**src/hw/rtl/lhsm_ram.sv**
```systemverilog
module lhsm_ram #(
    parameter int WIDTH = 32,
    parameter int DEPTH = 64
) (
    input  logic                     clk,
    input  logic                     we,
    input  logic [$clog2(DEPTH)-1:0] waddr,
    input  logic [WIDTH-1:0]         wdata,
    input  logic [$clog2(DEPTH)-1:0] raddr,
    output logic [WIDTH-1:0]         rdata
);

    logic [WIDTH-1:0] mem [DEPTH];
    logic [WIDTH-1:0] rdata_reg;

    always_ff @(posedge clk)
    begin
        if (we)
        begin
            mem[waddr] <= wdata;
        end
        rdata_reg <= mem[raddr];
    end

    assign rdata = rdata_reg;

endmodule

```
**config.mk**
```make
export PLATFORM = sky130hd
export DESIGN_NAME = lhsm_ram
export DESIGN_NICKNAME = d
export VERILOG_FILES = /design/src/hw/rtl/lhsm_ram.sv
export SDC_FILE = /design/constraint.sdc
export NUM_CORES = 2
export LEC_CHECK = 0
export BUFFER_PORTS_ARGS = -buffer_cell sky130_fd_sc_hd__buf_2
export CORE_UTILIZATION = 37
export CTS_CLUSTER_DIAMETER = 150
export DETAILED_ROUTE_END_ITERATION = 6
export PLACE_DENSITY_LB_ADDON = 0.25
export SLEW_MARGIN = 20
export SYNTH_ARGS = -nofsm -noshare
export SYNTH_HDL_FRONTEND = slang
export SYNTH_SLANG_ARGS = --single-unit
```
**constraint.sdc**
```tcl
create_clock -name clk -period 5.6 [get_ports clk]
set_input_delay 1.12 -clock clk [delete_from_list [all_inputs] [get_ports clk]]
set_output_delay 1.12 -clock clk [all_outputs]
set_load 0.01 [all_outputs]
```
==> impl_metrics.py <==
metrics = {
    "timing": {
        "endpoints_failing_setup": 0,
        "hold_viol": 0,
        "rsz0062_at_grt": "false",
        "worstMarginPinSlew_ps": 1070,
        "post_route_minimum_period_ps": 3830,
        "finalCritPeriodShare_pct": 68.3,
        "hold-worst-slack_ps": 703,
        "fin_tns_setup_ps": 0,
        "report.final.slew_viol_count": 0,
        "achievable-frequency_mhz": 261,
        "worst_clock_skew_ps": 34.5,
        "slew_limit_headroom_pct": 28.6,
    },
    "worst_setup_path": {
        "worstReg2RegStart": "mem[29][10]$_DFFE_PP_",
        "critPathArrivalTime_ps": 4480,
        "critPathMaxFanout": 40,
        "max_stage_delay_ps": 800,
        "critPathCaptureType": "flip-flop",
        "crit_type": "in2reg",
        "setup.worst_path.start_class": "input pin",
        "crit_path_cell_trace": "buf_8 -> buf_12 -> buf_12 -> mux4_2 -> mux4_2 -> o22ai_1 -> nor2_1",
        "worstPathRequired_ps": 6250,
        "cpMaxStageDelayCell": "sky130_fd_sc_hd__o22ai_1",
        "crit_path_start": "raddr[0]",
    },
    "yosys": {
        "synth_enable_flop_cells": 2048,
        "postSynth.topFlopCell": "sky130_fd_sc_hd__edfxtp_1",
        "ys_ff_latch": 2080,
        "mappedNetlistArea_um2": 78500,
        "synth.yosys.warnings": 0,
        "synth.net_count": 3370,
        "yosysSeqAreaShare_pct": 79.1,
        "syn-mean-instance-area_um2": 23.6,
        "synthArstFlopShare_pct": 0,
        "syn_inst": 3324,
        "synth_cell_types": 34,
    },
    "final_layout": {
        "largest_register_ffs": 2048,
        "count_of_nets_after_finishing": 3679,
        "most-common-layout-cells": "2048 x sky130_fd_sc_hd__edfxtp_1, 544 x sky130_fd_sc_hd__mux4_2, 210 x sky130_fd_sc_hd__clkbuf_16",
        "fillers": 17900,
        "layout.cells.most_common": "sky130_fd_sc_hd__edfxtp_1",
        "postLayoutCellArea_um2": 90700,
        "drive_above_1_share_pct": 31.6,
        "layout-area-overhead-vs-synth_pct": 15.6,
    },
    "global_route": {
        "grt.total_usage_pct": 19.9,
        "antenna_found_initial": 17,
        "grt_pass1_wl_um": 299000,
        "grt_start_max_net_pins": 75,
        "first_global_vias": 37700,
        "grt_remaining_overflow": 0,
    },
    "routing": {
        "first_iter_violations": 4603,
        "drc_errors": 0,
        "drt.antenna.violating_nets": 0,
        "drt_pre_antenna_iters": 6,
        "route.detailed.wl_per_inst_um": 32.3,
        "average_vias_per_placed_instance": 5.57,
        "finalWirelength_um": 214000,
        "num_vias": 36900,
    },
    "hold_path": {
        "hold_path_class": "in2reg",
        "holdCritStartpoint": "wdata[0]",
    },
    "floorplanning": {
        "initial_utilization_pct": 37.4,
        "die_h_um": 463,
        "die-width_um": 463,
        "dieArea_um2": 214000,
        "fp-row-count": 168,
        "core_region_area_um2": 210000,
        "num_io_pins": 78,
    },
    "cts": {
        "cts_hold_buffers": 0,
        "htreeDepth": 4,
        "tritoncts": "built",
        "clk_path_buf_depth": 3,
        "post_cts_repair_timing_setup_buffer_count": 0,
        "numClockSinks": 2080,
        "cts_inserted_buffers": 206,
        "clock-root-buffer": "sky130_fd_sc_hd__clkbuf_16",
        "cts_resized": 0,
        "worst_skew_pair.late_latency_ps": 840,
        "clkSlewWorstSetupHoldPaths_ps": 60,
    },
    "placed_design": {
        "placement.io_buffers": 77,
        "placed_area_um2": 83900,
        "post-dp-hpwl_um": 124000,
        "finalWeightedCongestion": 0.775,
    },
    "power": {
        "leakagePower_nw": 28.2,
        "worst_ir_drop_vdd_v": 0.000300,
        "cellPowerDensity_nw_per_um2": 364,
    },
    "run_status": {
        "status": "completed",
    },
    "flow_run": {
        "maxCapViolations": 0,
    },
}
-- logic make-up (layout without fill, tap and decap cells) --
family	after synthesis	after routing	share of synthesized area, %
flip-flops	2080	2080	79.1
AO/OA/AOI/OAI	202	202	1.67
multiplexers	637	637	16.8
other	0	3	0
AND/OR/NAND/NOR	223	223	1.27
buffers and inverters	182	672	1.13
-- synthesized netlist by cell type (all sizes together) (7+ instances only) --
library cell | number | area [µm²]
o221ai | 27 | 236
nand2b | 8 | 50.1
nor2 | 137 | 514
nand2 | 26 | 97.6
a311oi | 8 | 70.1
dfxtp | 32 | 641
mux2i | 93 | 931
mux4 | 544 | 12300
a21oi | 62 | 310
nor3 | 7 | 35.0
o22ai | 84 | 526
nor2b | 15 | 93.8
edfxtp | 2048 | 61500
clkbuf | 74 | 278
a22oi | 12 | 90.1
buf | 108 | 608
-- routing by layer --
metal | track usage, % | vias to the layer above | share of wire (%)
met3 | 3.13 | 265 | 6.3
met1 | 27.7 | 20300 | 42
met5 | 0 | - | 0.0037
met2 | 32.6 | 1373 | 49
met4 | 4.92 | 2 | 2.3
li1 | - | 14900 | -
-- final timing paths --
kind / endpoint / slack [ps] / depth (start not counted)
max: rdata[31]$_DFF_P_ / 1770 / 7
min reg2reg: rdata[4]$_DFF_P_ / 740 / 4
max reg2reg: rdata[10]$_DFF_P_ / 3030 / 4
min: mem[30][0]$_DFFE_PP_ / 700 / 1
-- metrics by stage --
step	util, %	power [mW]	setup slack, ps	cells
after global placement	39.9	19.4	876	6228
after CTS	43.2	33.3	1760	6619
after floorplan	-	18.4	1320	3324
after detailed placement	39.9	19.4	868	6230
after global routing	43.2	34.0	1750	6619
final	43.2	33.1	1770	6622
-- power by group --
group	internal (mW)	total [mW]	leakage [nW]	switching (mW)
Clock	8.12	14.0	3.35	5.92
Sequential	17.2	17.3	18.7	0.0858
Combinational	0.609	1.71	6.12	1.10
-- critical path, delay by kind of cell --
family	cells	cell delay, ps
compound gates	1	800
buf+inv	3	1140
mux	2	1070
simple gates	1	220
-- cell type report --
class	count	area (µm²)	share of cell area [%]
clock buffers	264	5520	6.08
clock inverters	125	1330	1.46
repair buffers	283	2230	2.46
well taps	2805	3510	3.87
diodes	3	7.51	0.00827
multi-input cells	1062	16000	17.6
flip-flops and latches	2080	62100	68.5
No activity file was read; power rests on OpenSTA's default activity.
