`src/hw/rtl/lhsm_pkg.sv`:
```
package lhsm_pkg;

    localparam int MAX_WINDOW = 64;
    localparam int CNT_W      = $clog2(MAX_WINDOW + 1);
    localparam int ADDR_W     = (MAX_WINDOW > 1) ? $clog2(MAX_WINDOW) : 1;
    localparam int NUM_CNT    = 17;

    localparam logic [31:0] SAT_MAX = 32'hFFFF_FFFF;

    localparam logic [1:0] FUNC_PROBE = 2'd0;
    localparam logic [1:0] FUNC_MSG   = 2'd1;
    localparam logic [1:0] FUNC_PARSE = 2'd2;
    localparam logic [1:0] FUNC_READ  = 2'd3;

    localparam logic [4:0] C_PROBES        = 5'd0;
    localparam logic [4:0] C_DISC_FAIL     = 5'd1;
    localparam logic [4:0] C_DISC_LOSS     = 5'd2;
    localparam logic [4:0] C_DISC_RECOV    = 5'd3;
    localparam logic [4:0] C_PEER_CHG      = 5'd4;
    localparam logic [4:0] C_RPC_OK        = 5'd5;
    localparam logic [4:0] C_RPC_TIMEOUT   = 5'd6;
    localparam logic [4:0] C_RPC_TRANSPORT = 5'd7;
    localparam logic [4:0] C_RPC_OTHER     = 5'd8;
    localparam logic [4:0] C_PARSE         = 5'd9;
    localparam logic [4:0] C_STALL         = 5'd10;
    localparam logic [4:0] C_RECOVERIES    = 5'd11;
    localparam logic [4:0] C_TRANSITIONS   = 5'd12;
    localparam logic [4:0] C_MSGS          = 5'd13;
    localparam logic [4:0] C_DUPS          = 5'd14;
    localparam logic [4:0] C_LOSS          = 5'd15;
    localparam logic [4:0] C_LAT_SAMPLES   = 5'd16;
    localparam logic [4:0] SEL_RETAINED    = 5'd17;
    localparam logic [4:0] SEL_BASE_P99    = 5'd18;
    localparam logic [4:0] SEL_FINAL_P99   = 5'd19;
    localparam logic [4:0] SEL_DRIFT       = 5'd20;
    localparam logic [4:0] SEL_STATE       = 5'd21;

    localparam logic [1:0] H_STARTING = 2'd0;
    localparam logic [1:0] H_RUNNING  = 2'd1;
    localparam logic [1:0] H_DEGRADED = 2'd2;
    localparam logic [1:0] H_FAILED   = 2'd3;

    localparam logic [1:0] R_READY       = 2'd0;
    localparam logic [1:0] R_DISC_LOST   = 2'd1;
    localparam logic [1:0] R_RPC_UNAVAIL = 2'd2;
    localparam logic [1:0] R_STALLED     = 2'd3;

    localparam logic [3:0] RPC_OK         = 4'd0;
    localparam logic [3:0] RPC_TIMEOUT    = 4'd1;
    localparam logic [3:0] RPC_CLOSED     = 4'd2;
    localparam logic [3:0] RPC_TRANSPORT  = 4'd3;
    localparam logic [3:0] RPC_OTHER_LO   = 4'd4;
    localparam logic [3:0] RPC_OTHER_HI   = 4'd12;

    typedef struct packed {
        logic             start;
        logic [CNT_W-1:0] n;
    } p99_req_t;

    typedef struct packed {
        logic        done;
        logic [31:0] value;
    } p99_rsp_t;

    function automatic logic [31:0] sat_inc(input logic [31:0] v);
        return (v == SAT_MAX) ? v : v + 32'd1;
    endfunction

    // ceil(99n/100) = n - floor(n/100); reciprocal exact for n below 2^15
    function automatic logic [CNT_W-1:0] p99_rank(input logic [CNT_W-1:0] n);
        logic [CNT_W+12:0] prod;
        prod = {13'd0, n} * (CNT_W+13)'(5243);
        return n - CNT_W'(prod >> 19);
    endfunction

endpackage

```
`src/hw/rtl/lhsm_p99.sv`:
```
module lhsm_p99 (
    input  logic                     clk,
    input  logic                     rst_n,
    input  lhsm_pkg::p99_req_t       req,
    input  logic [31:0]              rd_data,
    output logic [lhsm_pkg::CNT_W-1:0] rd_idx,
    output lhsm_pkg::p99_rsp_t       rsp
);

    typedef enum logic [5:0] {
        S_IDLE  = 6'b000001,
        S_CAND  = 6'b000010,
        S_LOAD  = 6'b000100,
        S_SCAN  = 6'b001000,
        S_TAIL  = 6'b010000,
        S_CHECK = 6'b100000
    } state_t;

    state_t state_reg, state_next;
    logic [lhsm_pkg::CNT_W-1:0] n_reg, n_next, r_reg, r_next;
    logic [lhsm_pkg::CNT_W-1:0] i_reg, i_next, j_reg, j_next;
    logic [lhsm_pkg::CNT_W-1:0] less_reg, less_next, leq_reg, leq_next;
    logic [31:0] cand_reg, cand_next, value_reg, value_next;
    logic pv_reg, pv_next, done_reg, done_next;
    logic lt, le;

    assign lt = rd_data < cand_reg;
    assign le = rd_data <= cand_reg;

    always_comb
    begin
        state_next = state_reg;
        n_next     = n_reg;
        r_next     = r_reg;
        i_next     = i_reg;
        j_next     = j_reg;
        less_next  = less_reg;
        leq_next   = leq_reg;
        cand_next  = cand_reg;
        value_next = value_reg;
        pv_next    = pv_reg;
        done_next  = 1'b0;
        rd_idx     = j_reg;
        case (state_reg)
            S_IDLE:
            begin
                if (req.start)
                begin
                    n_next = req.n;
                    r_next = lhsm_pkg::p99_rank(req.n);
                    i_next = '0;
                    if (req.n == '0)
                    begin
                        value_next = '0;
                        done_next  = 1'b1;
                    end
                    else
                    begin
                        state_next = S_CAND;
                    end
                end
            end
            S_CAND:
            begin
                rd_idx     = i_reg;
                state_next = S_LOAD;
            end
            S_LOAD:
            begin
                cand_next  = rd_data;
                j_next     = '0;
                pv_next    = 1'b0;
                less_next  = '0;
                leq_next   = '0;
                state_next = S_SCAN;
            end
            S_SCAN:
            begin
                rd_idx  = j_reg;
                pv_next = 1'b1;
                if (pv_reg)
                begin
                    less_next = less_reg + lhsm_pkg::CNT_W'(lt);
                    leq_next  = leq_reg + lhsm_pkg::CNT_W'(le);
                end
                if (j_reg == n_reg - 1'b1)
                begin
                    state_next = S_TAIL;
                end
                else
                begin
                    j_next = j_reg + 1'b1;
                end
            end
            S_TAIL:
            begin
                less_next  = less_reg + lhsm_pkg::CNT_W'(lt);
                leq_next   = leq_reg + lhsm_pkg::CNT_W'(le);
                state_next = S_CHECK;
            end
            S_CHECK:
            begin
                if ((less_reg < r_reg) && (leq_reg >= r_reg))
                begin
                    value_next = cand_reg;
                    done_next  = 1'b1;
                    state_next = S_IDLE;
                end
                else
                begin
                    i_next     = i_reg + 1'b1;
                    state_next = S_CAND;
                end
            end
            default:
            begin
                state_next = S_IDLE;
            end
        endcase
    end

    always_ff @(posedge clk or negedge rst_n)
    begin
        if (!rst_n)
        begin
            state_reg <= S_IDLE;
            done_reg  <= 1'b0;
            pv_reg    <= 1'b0;
        end
        else
        begin
            state_reg <= state_next;
            done_reg  <= done_next;
            pv_reg    <= pv_next;
        end
    end

    always_ff @(posedge clk)
    begin
        n_reg     <= n_next;
        r_reg     <= r_next;
        i_reg     <= i_next;
        j_reg     <= j_next;
        less_reg  <= less_next;
        leq_reg   <= leq_next;
        cand_reg  <= cand_next;
        value_reg <= value_next;
    end

    assign rsp.done  = done_reg;
    assign rsp.value = value_reg;

endmodule

```
`config.mk`:
```
export PLATFORM = sky130hd
export DESIGN_NAME = lhsm_p99
export DESIGN_NICKNAME = d
export VERILOG_FILES = /design/src/hw/rtl/lhsm_pkg.sv /design/src/hw/rtl/lhsm_p99.sv
export SDC_FILE = /design/constraint.sdc
export NUM_CORES = 1
export LEC_CHECK = 0
export ABC_AREA = 1
export ABC_CLOCK_PERIOD_IN_PS = 5500
export BUFFER_PORTS_ARGS = -buffer_cell sky130_fd_sc_hd__buf_2
export CAP_MARGIN = 0
export CORE_ASPECT_RATIO = 1.5
export CORE_MARGIN = 1
export CORE_UTILIZATION = 40
export CTS_CLUSTER_DIAMETER = 120
export CTS_CLUSTER_SIZE = 28
export DETAILED_ROUTE_END_ITERATION = 6
export PLACE_DENSITY = 0.56
export SLEW_MARGIN = 20
export SYNTH_ARGS = -nofsm -noshare
export SYNTH_HDL_FRONTEND = slang
export SYNTH_SLANG_ARGS = --single-unit
```
`constraint.sdc`:
```
create_clock -name clk -period 5.5 [get_ports clk]
set_clock_uncertainty 0.1 [all_clocks]
set_input_delay 0 -clock clk [delete_from_list [all_inputs] [get_ports clk]]
set_output_delay 0 -clock clk [all_outputs]
set_load 0.02 [all_outputs]
```
==> results.tsv <==
metric	value	unit
synth warn	0	
IO buf count	81	
Max-slew headroom	0.3867	
hpwl dp	11.22	mm
CTS resizes	0	
CTS tree	yes	
post-route setup TNS	0	ns
Avg Cell Area, Syn	10.12	µm²
clock sink count	114	
final worst path period need	4.509	ns
std cell rows	59	
Clock Path Buffers	2	
WL final	14.62	mm
Worst Tran Pin Value	0.9188	ns
Crit Path Category	input port to flop	
post-synthesis net count	877	
largest net degree at the start of global routing	42	
Sw Pwr	915.8	µW
CP Data Arrival Time	4.56	ns
Via density	4.820	
clock slew at reported path FFs	0.06	ns
CP Max Fanout	7	
Die Y	166.2	µm
Sw Ratio	0.3058	
nets@finish	1015	
I/O pin total	82	
die area	18530	µm²
total track usage	0.1681	
Chip Width	111.5	µm
RSZ-0062 raised after global routing	no	
H-Tree Depth	4	
Inserted Clock Buffers	17	
Area Growth Syn to Fin	23.10	%
failing checks	DRC	
vias in the first global route	5432	
Post-Syn Instances	711	
Max VDD drop	0.0002060	V
post-route ant nets	0	
Clk network pwr share	0.365	
Synth async-reset ratio	0.07018	
status	finished with violations	
First DRT Iteration DRCs	245	
fin crit share	0.8198	
first-pass GRT wire length	24.55	mm
combinational share of power	0.253	
DRC viols	14	
Via Count	5181	
Sequential Power Share	0.382	
Max Slew Vio Count	0	
number of diodes	0	
Root Buffer	clkbuf_16	
Post-synth EDFFs	106	
post-synthesis register bit count	114	
post-synthesis sequential area ratio	0.4706	
Max-Cap Viols	0	
Cell variety after synth	36	
initial antenna violation count	0	
P_int	2.079	mW
leakage power	4.189	nW
global route overflow	0	
fmax	221.8	MHz
crit end category	flop	
clk_lat worst skew	0.41	ns
Hold Fails Final Rpt	0	
Hold WC Path Type	input port to flop	
Placed Area	7829	µm²
crit start category	input port	
synthesized cell area	7192	µm²
gpl congestion	0.8939	
WL/cell	13.60	µm
Initial Utilization	0.4111	
total core area	17500	µm²
Synth Flop Type	edfxtp_1	
critical path required time	5.55	ns
Final Setup Violations	0	
Power Dens Cells	338.3	nW/µm²
fraction of layout instances using a drive strength above 1	0.1450	
final instance area	8853	µm²
DR pass1 iterations	7	
Core Util, Final	0.5060	
-- final timing paths --
kind	depth (start not counted)	slack, ns	endpoint	from
min in group asynchronous	3	0.59	state_reg[0]$_DFFE_PN1P_	rst_n
setup / recovery	23	0.99	r_reg[5]$_DFFE_PP_	req[1]
hold reg to reg	2	0.38	pv_reg$_DFFE_PN0P_	pv_reg$_DFFE_PN0P_
max in group asynchronous	4	3.96	state_reg[4]$_DFFE_PN0P_	rst_n
hold / removal	2	0.23	cand_reg[0]$_DFFE_PP_	rd_data[0]
setup reg to reg	17	2.45	leq_reg[6]$_SDFFCE_PN0P_	cand_reg[11]$_DFFE_PP_
-- final cells by class --
class	count	area, µm²
inverters	132	495.5
multi-input cells	458	3264
clock inverters	15	166.4
fillers	1584	8642
repair buffers	126	850.8
flip-flops and latches	114	3385
clock buffers	17	425.4
well taps	213	266.5
-- synth_stat cells, types with 2 or more instances --
cell	number	area share
xor2_1	13	0.016
clkbuf_1	2	0.0010
nor2_1	83	0.043
edfxtp_1	106	0.44
buf_6	2	0.0031
o21bai_1	2	0.0021
nand2_1	113	0.059
fa_1	17	0.047
nor4_1	5	0.0043
dfrtp_1	7	0.024
xnor2_1	7	0.0085
o21a_1	3	0.0031
nand3_1	21	0.015
inv_1	131	0.068
a21oi_1	32	0.022
o21ai_0	18	0.013
nand4_1	10	0.0087
ha_1	107	0.19
nor3_1	9	0.0063
a31oi_1	2	0.0017
o211ai_1	2	0.0021
buf_4	2	0.0021
nor2_2	4	0.0035
-- layout by cell type (no fill, tap or decap), types with 2 or more instances in the layout --
cell type,Yosys,routed
clkbuf_16,0,17
nand2_1,113,113
buf_4,2,2
o211ai_1,2,2
clkinv_1,0,2
ha_1,107,107
xor2_1,13,13
dfrtp_1,7,7
clkinv_4,0,4
o21ai_0,18,18
a31oi_1,2,2
nor4_1,5,5
o21bai_1,2,2
dlygate4sd3_1,0,43
nand4_1,10,10
fa_1,17,17
edfxtp_1,106,106
nor3_1,9,9
bufinv_16,0,3
a21oi_1,32,32
o21a_1,3,3
xnor2_1,7,7
inv_1,131,131
clkinv_2,0,5
nand3_1,21,21
nor2_2,4,5
buf_2,1,81
nor2_1,83,82
-- kinds of logic (layout without fill, tap and decap cells) --
family / count (synthesis) / in the layout / share of synthesized area
and+or+nand+nor: 252 / 252 / 0.1493
buffers and inverters: 139 / 290 / 0.07585
adders and majority gates: 124 / 124 / 0.2335
DFF: 114 / 114 / 0.4706
AOI/OAI and AO/OA: 62 / 62 / 0.04645
xor gates and xnor gates: 20 / 20 / 0.02436
-- metrics by stage --
stage	instances	hold slack, ns	total power, mW	worst slack, ns
after global routing	1075	0.2250	3.192	0.6430
after CTS	1075	0.2141	3.030	1.003
after detailed placement	1000	-0.2481	1.903	1.103
after global placement	1000	-0.2471	1.880	1.130
final	1075	0.2322	2.995	0.9914
after floorplan	711	-0.3956	1.690	1.479
-- power by group through the flow --
stage                     clock [mW]  sequential, mW  combinational, mW
after floorplan                    0            1.14              0.548
after global placement             0            1.16              0.719
after detailed placement           0            1.16              0.739
after CTS                       1.11            1.15              0.770
after global routing            1.15            1.16              0.884
final                           1.09            1.15              0.758
-- worst max-delay path, stage by stage --
cell,delay [ns]
dlygate4sd3_1,0.53
buf_2,0.17
fa_1,0.53
inv_1,0.06
fa_1,0.47
inv_1,0.06
fa_1,0.53
inv_1,0.06
fa_1,0.50
inv_1,0.04
ha_1,0.30
a21oi_1,0.16
nand2_1,0.06
nand2_1,0.05
nand3_1,0.07
nand2_1,0.08
nand4_1,0.07
nand2_1,0.08
inv_1,0.04
ha_1,0.18
o21ai_0,0.27
nor3_1,0.10
xor2_1,0.14
-- per-layer routing --
| layer | up-vias | global-route usage | wire length [µm] |
|---|---|---|---|
| met3 | 36 | 0.03212 | 418 |
| met5 | - | 0 | 0 |
| met4 | 0 | 0.09518 | 518 |
| li1 | 2641 | - | - |
| met1 | 2391 | 0.1697 | 5666 |
| met2 | 113 | 0.3185 | 8014 |
-- repair_timing --
action	CTS	global route
hold buffers	43	0
hold endpoints to repair	52	0
setup buffers	0	0
(Power assumes the default switching activity.)
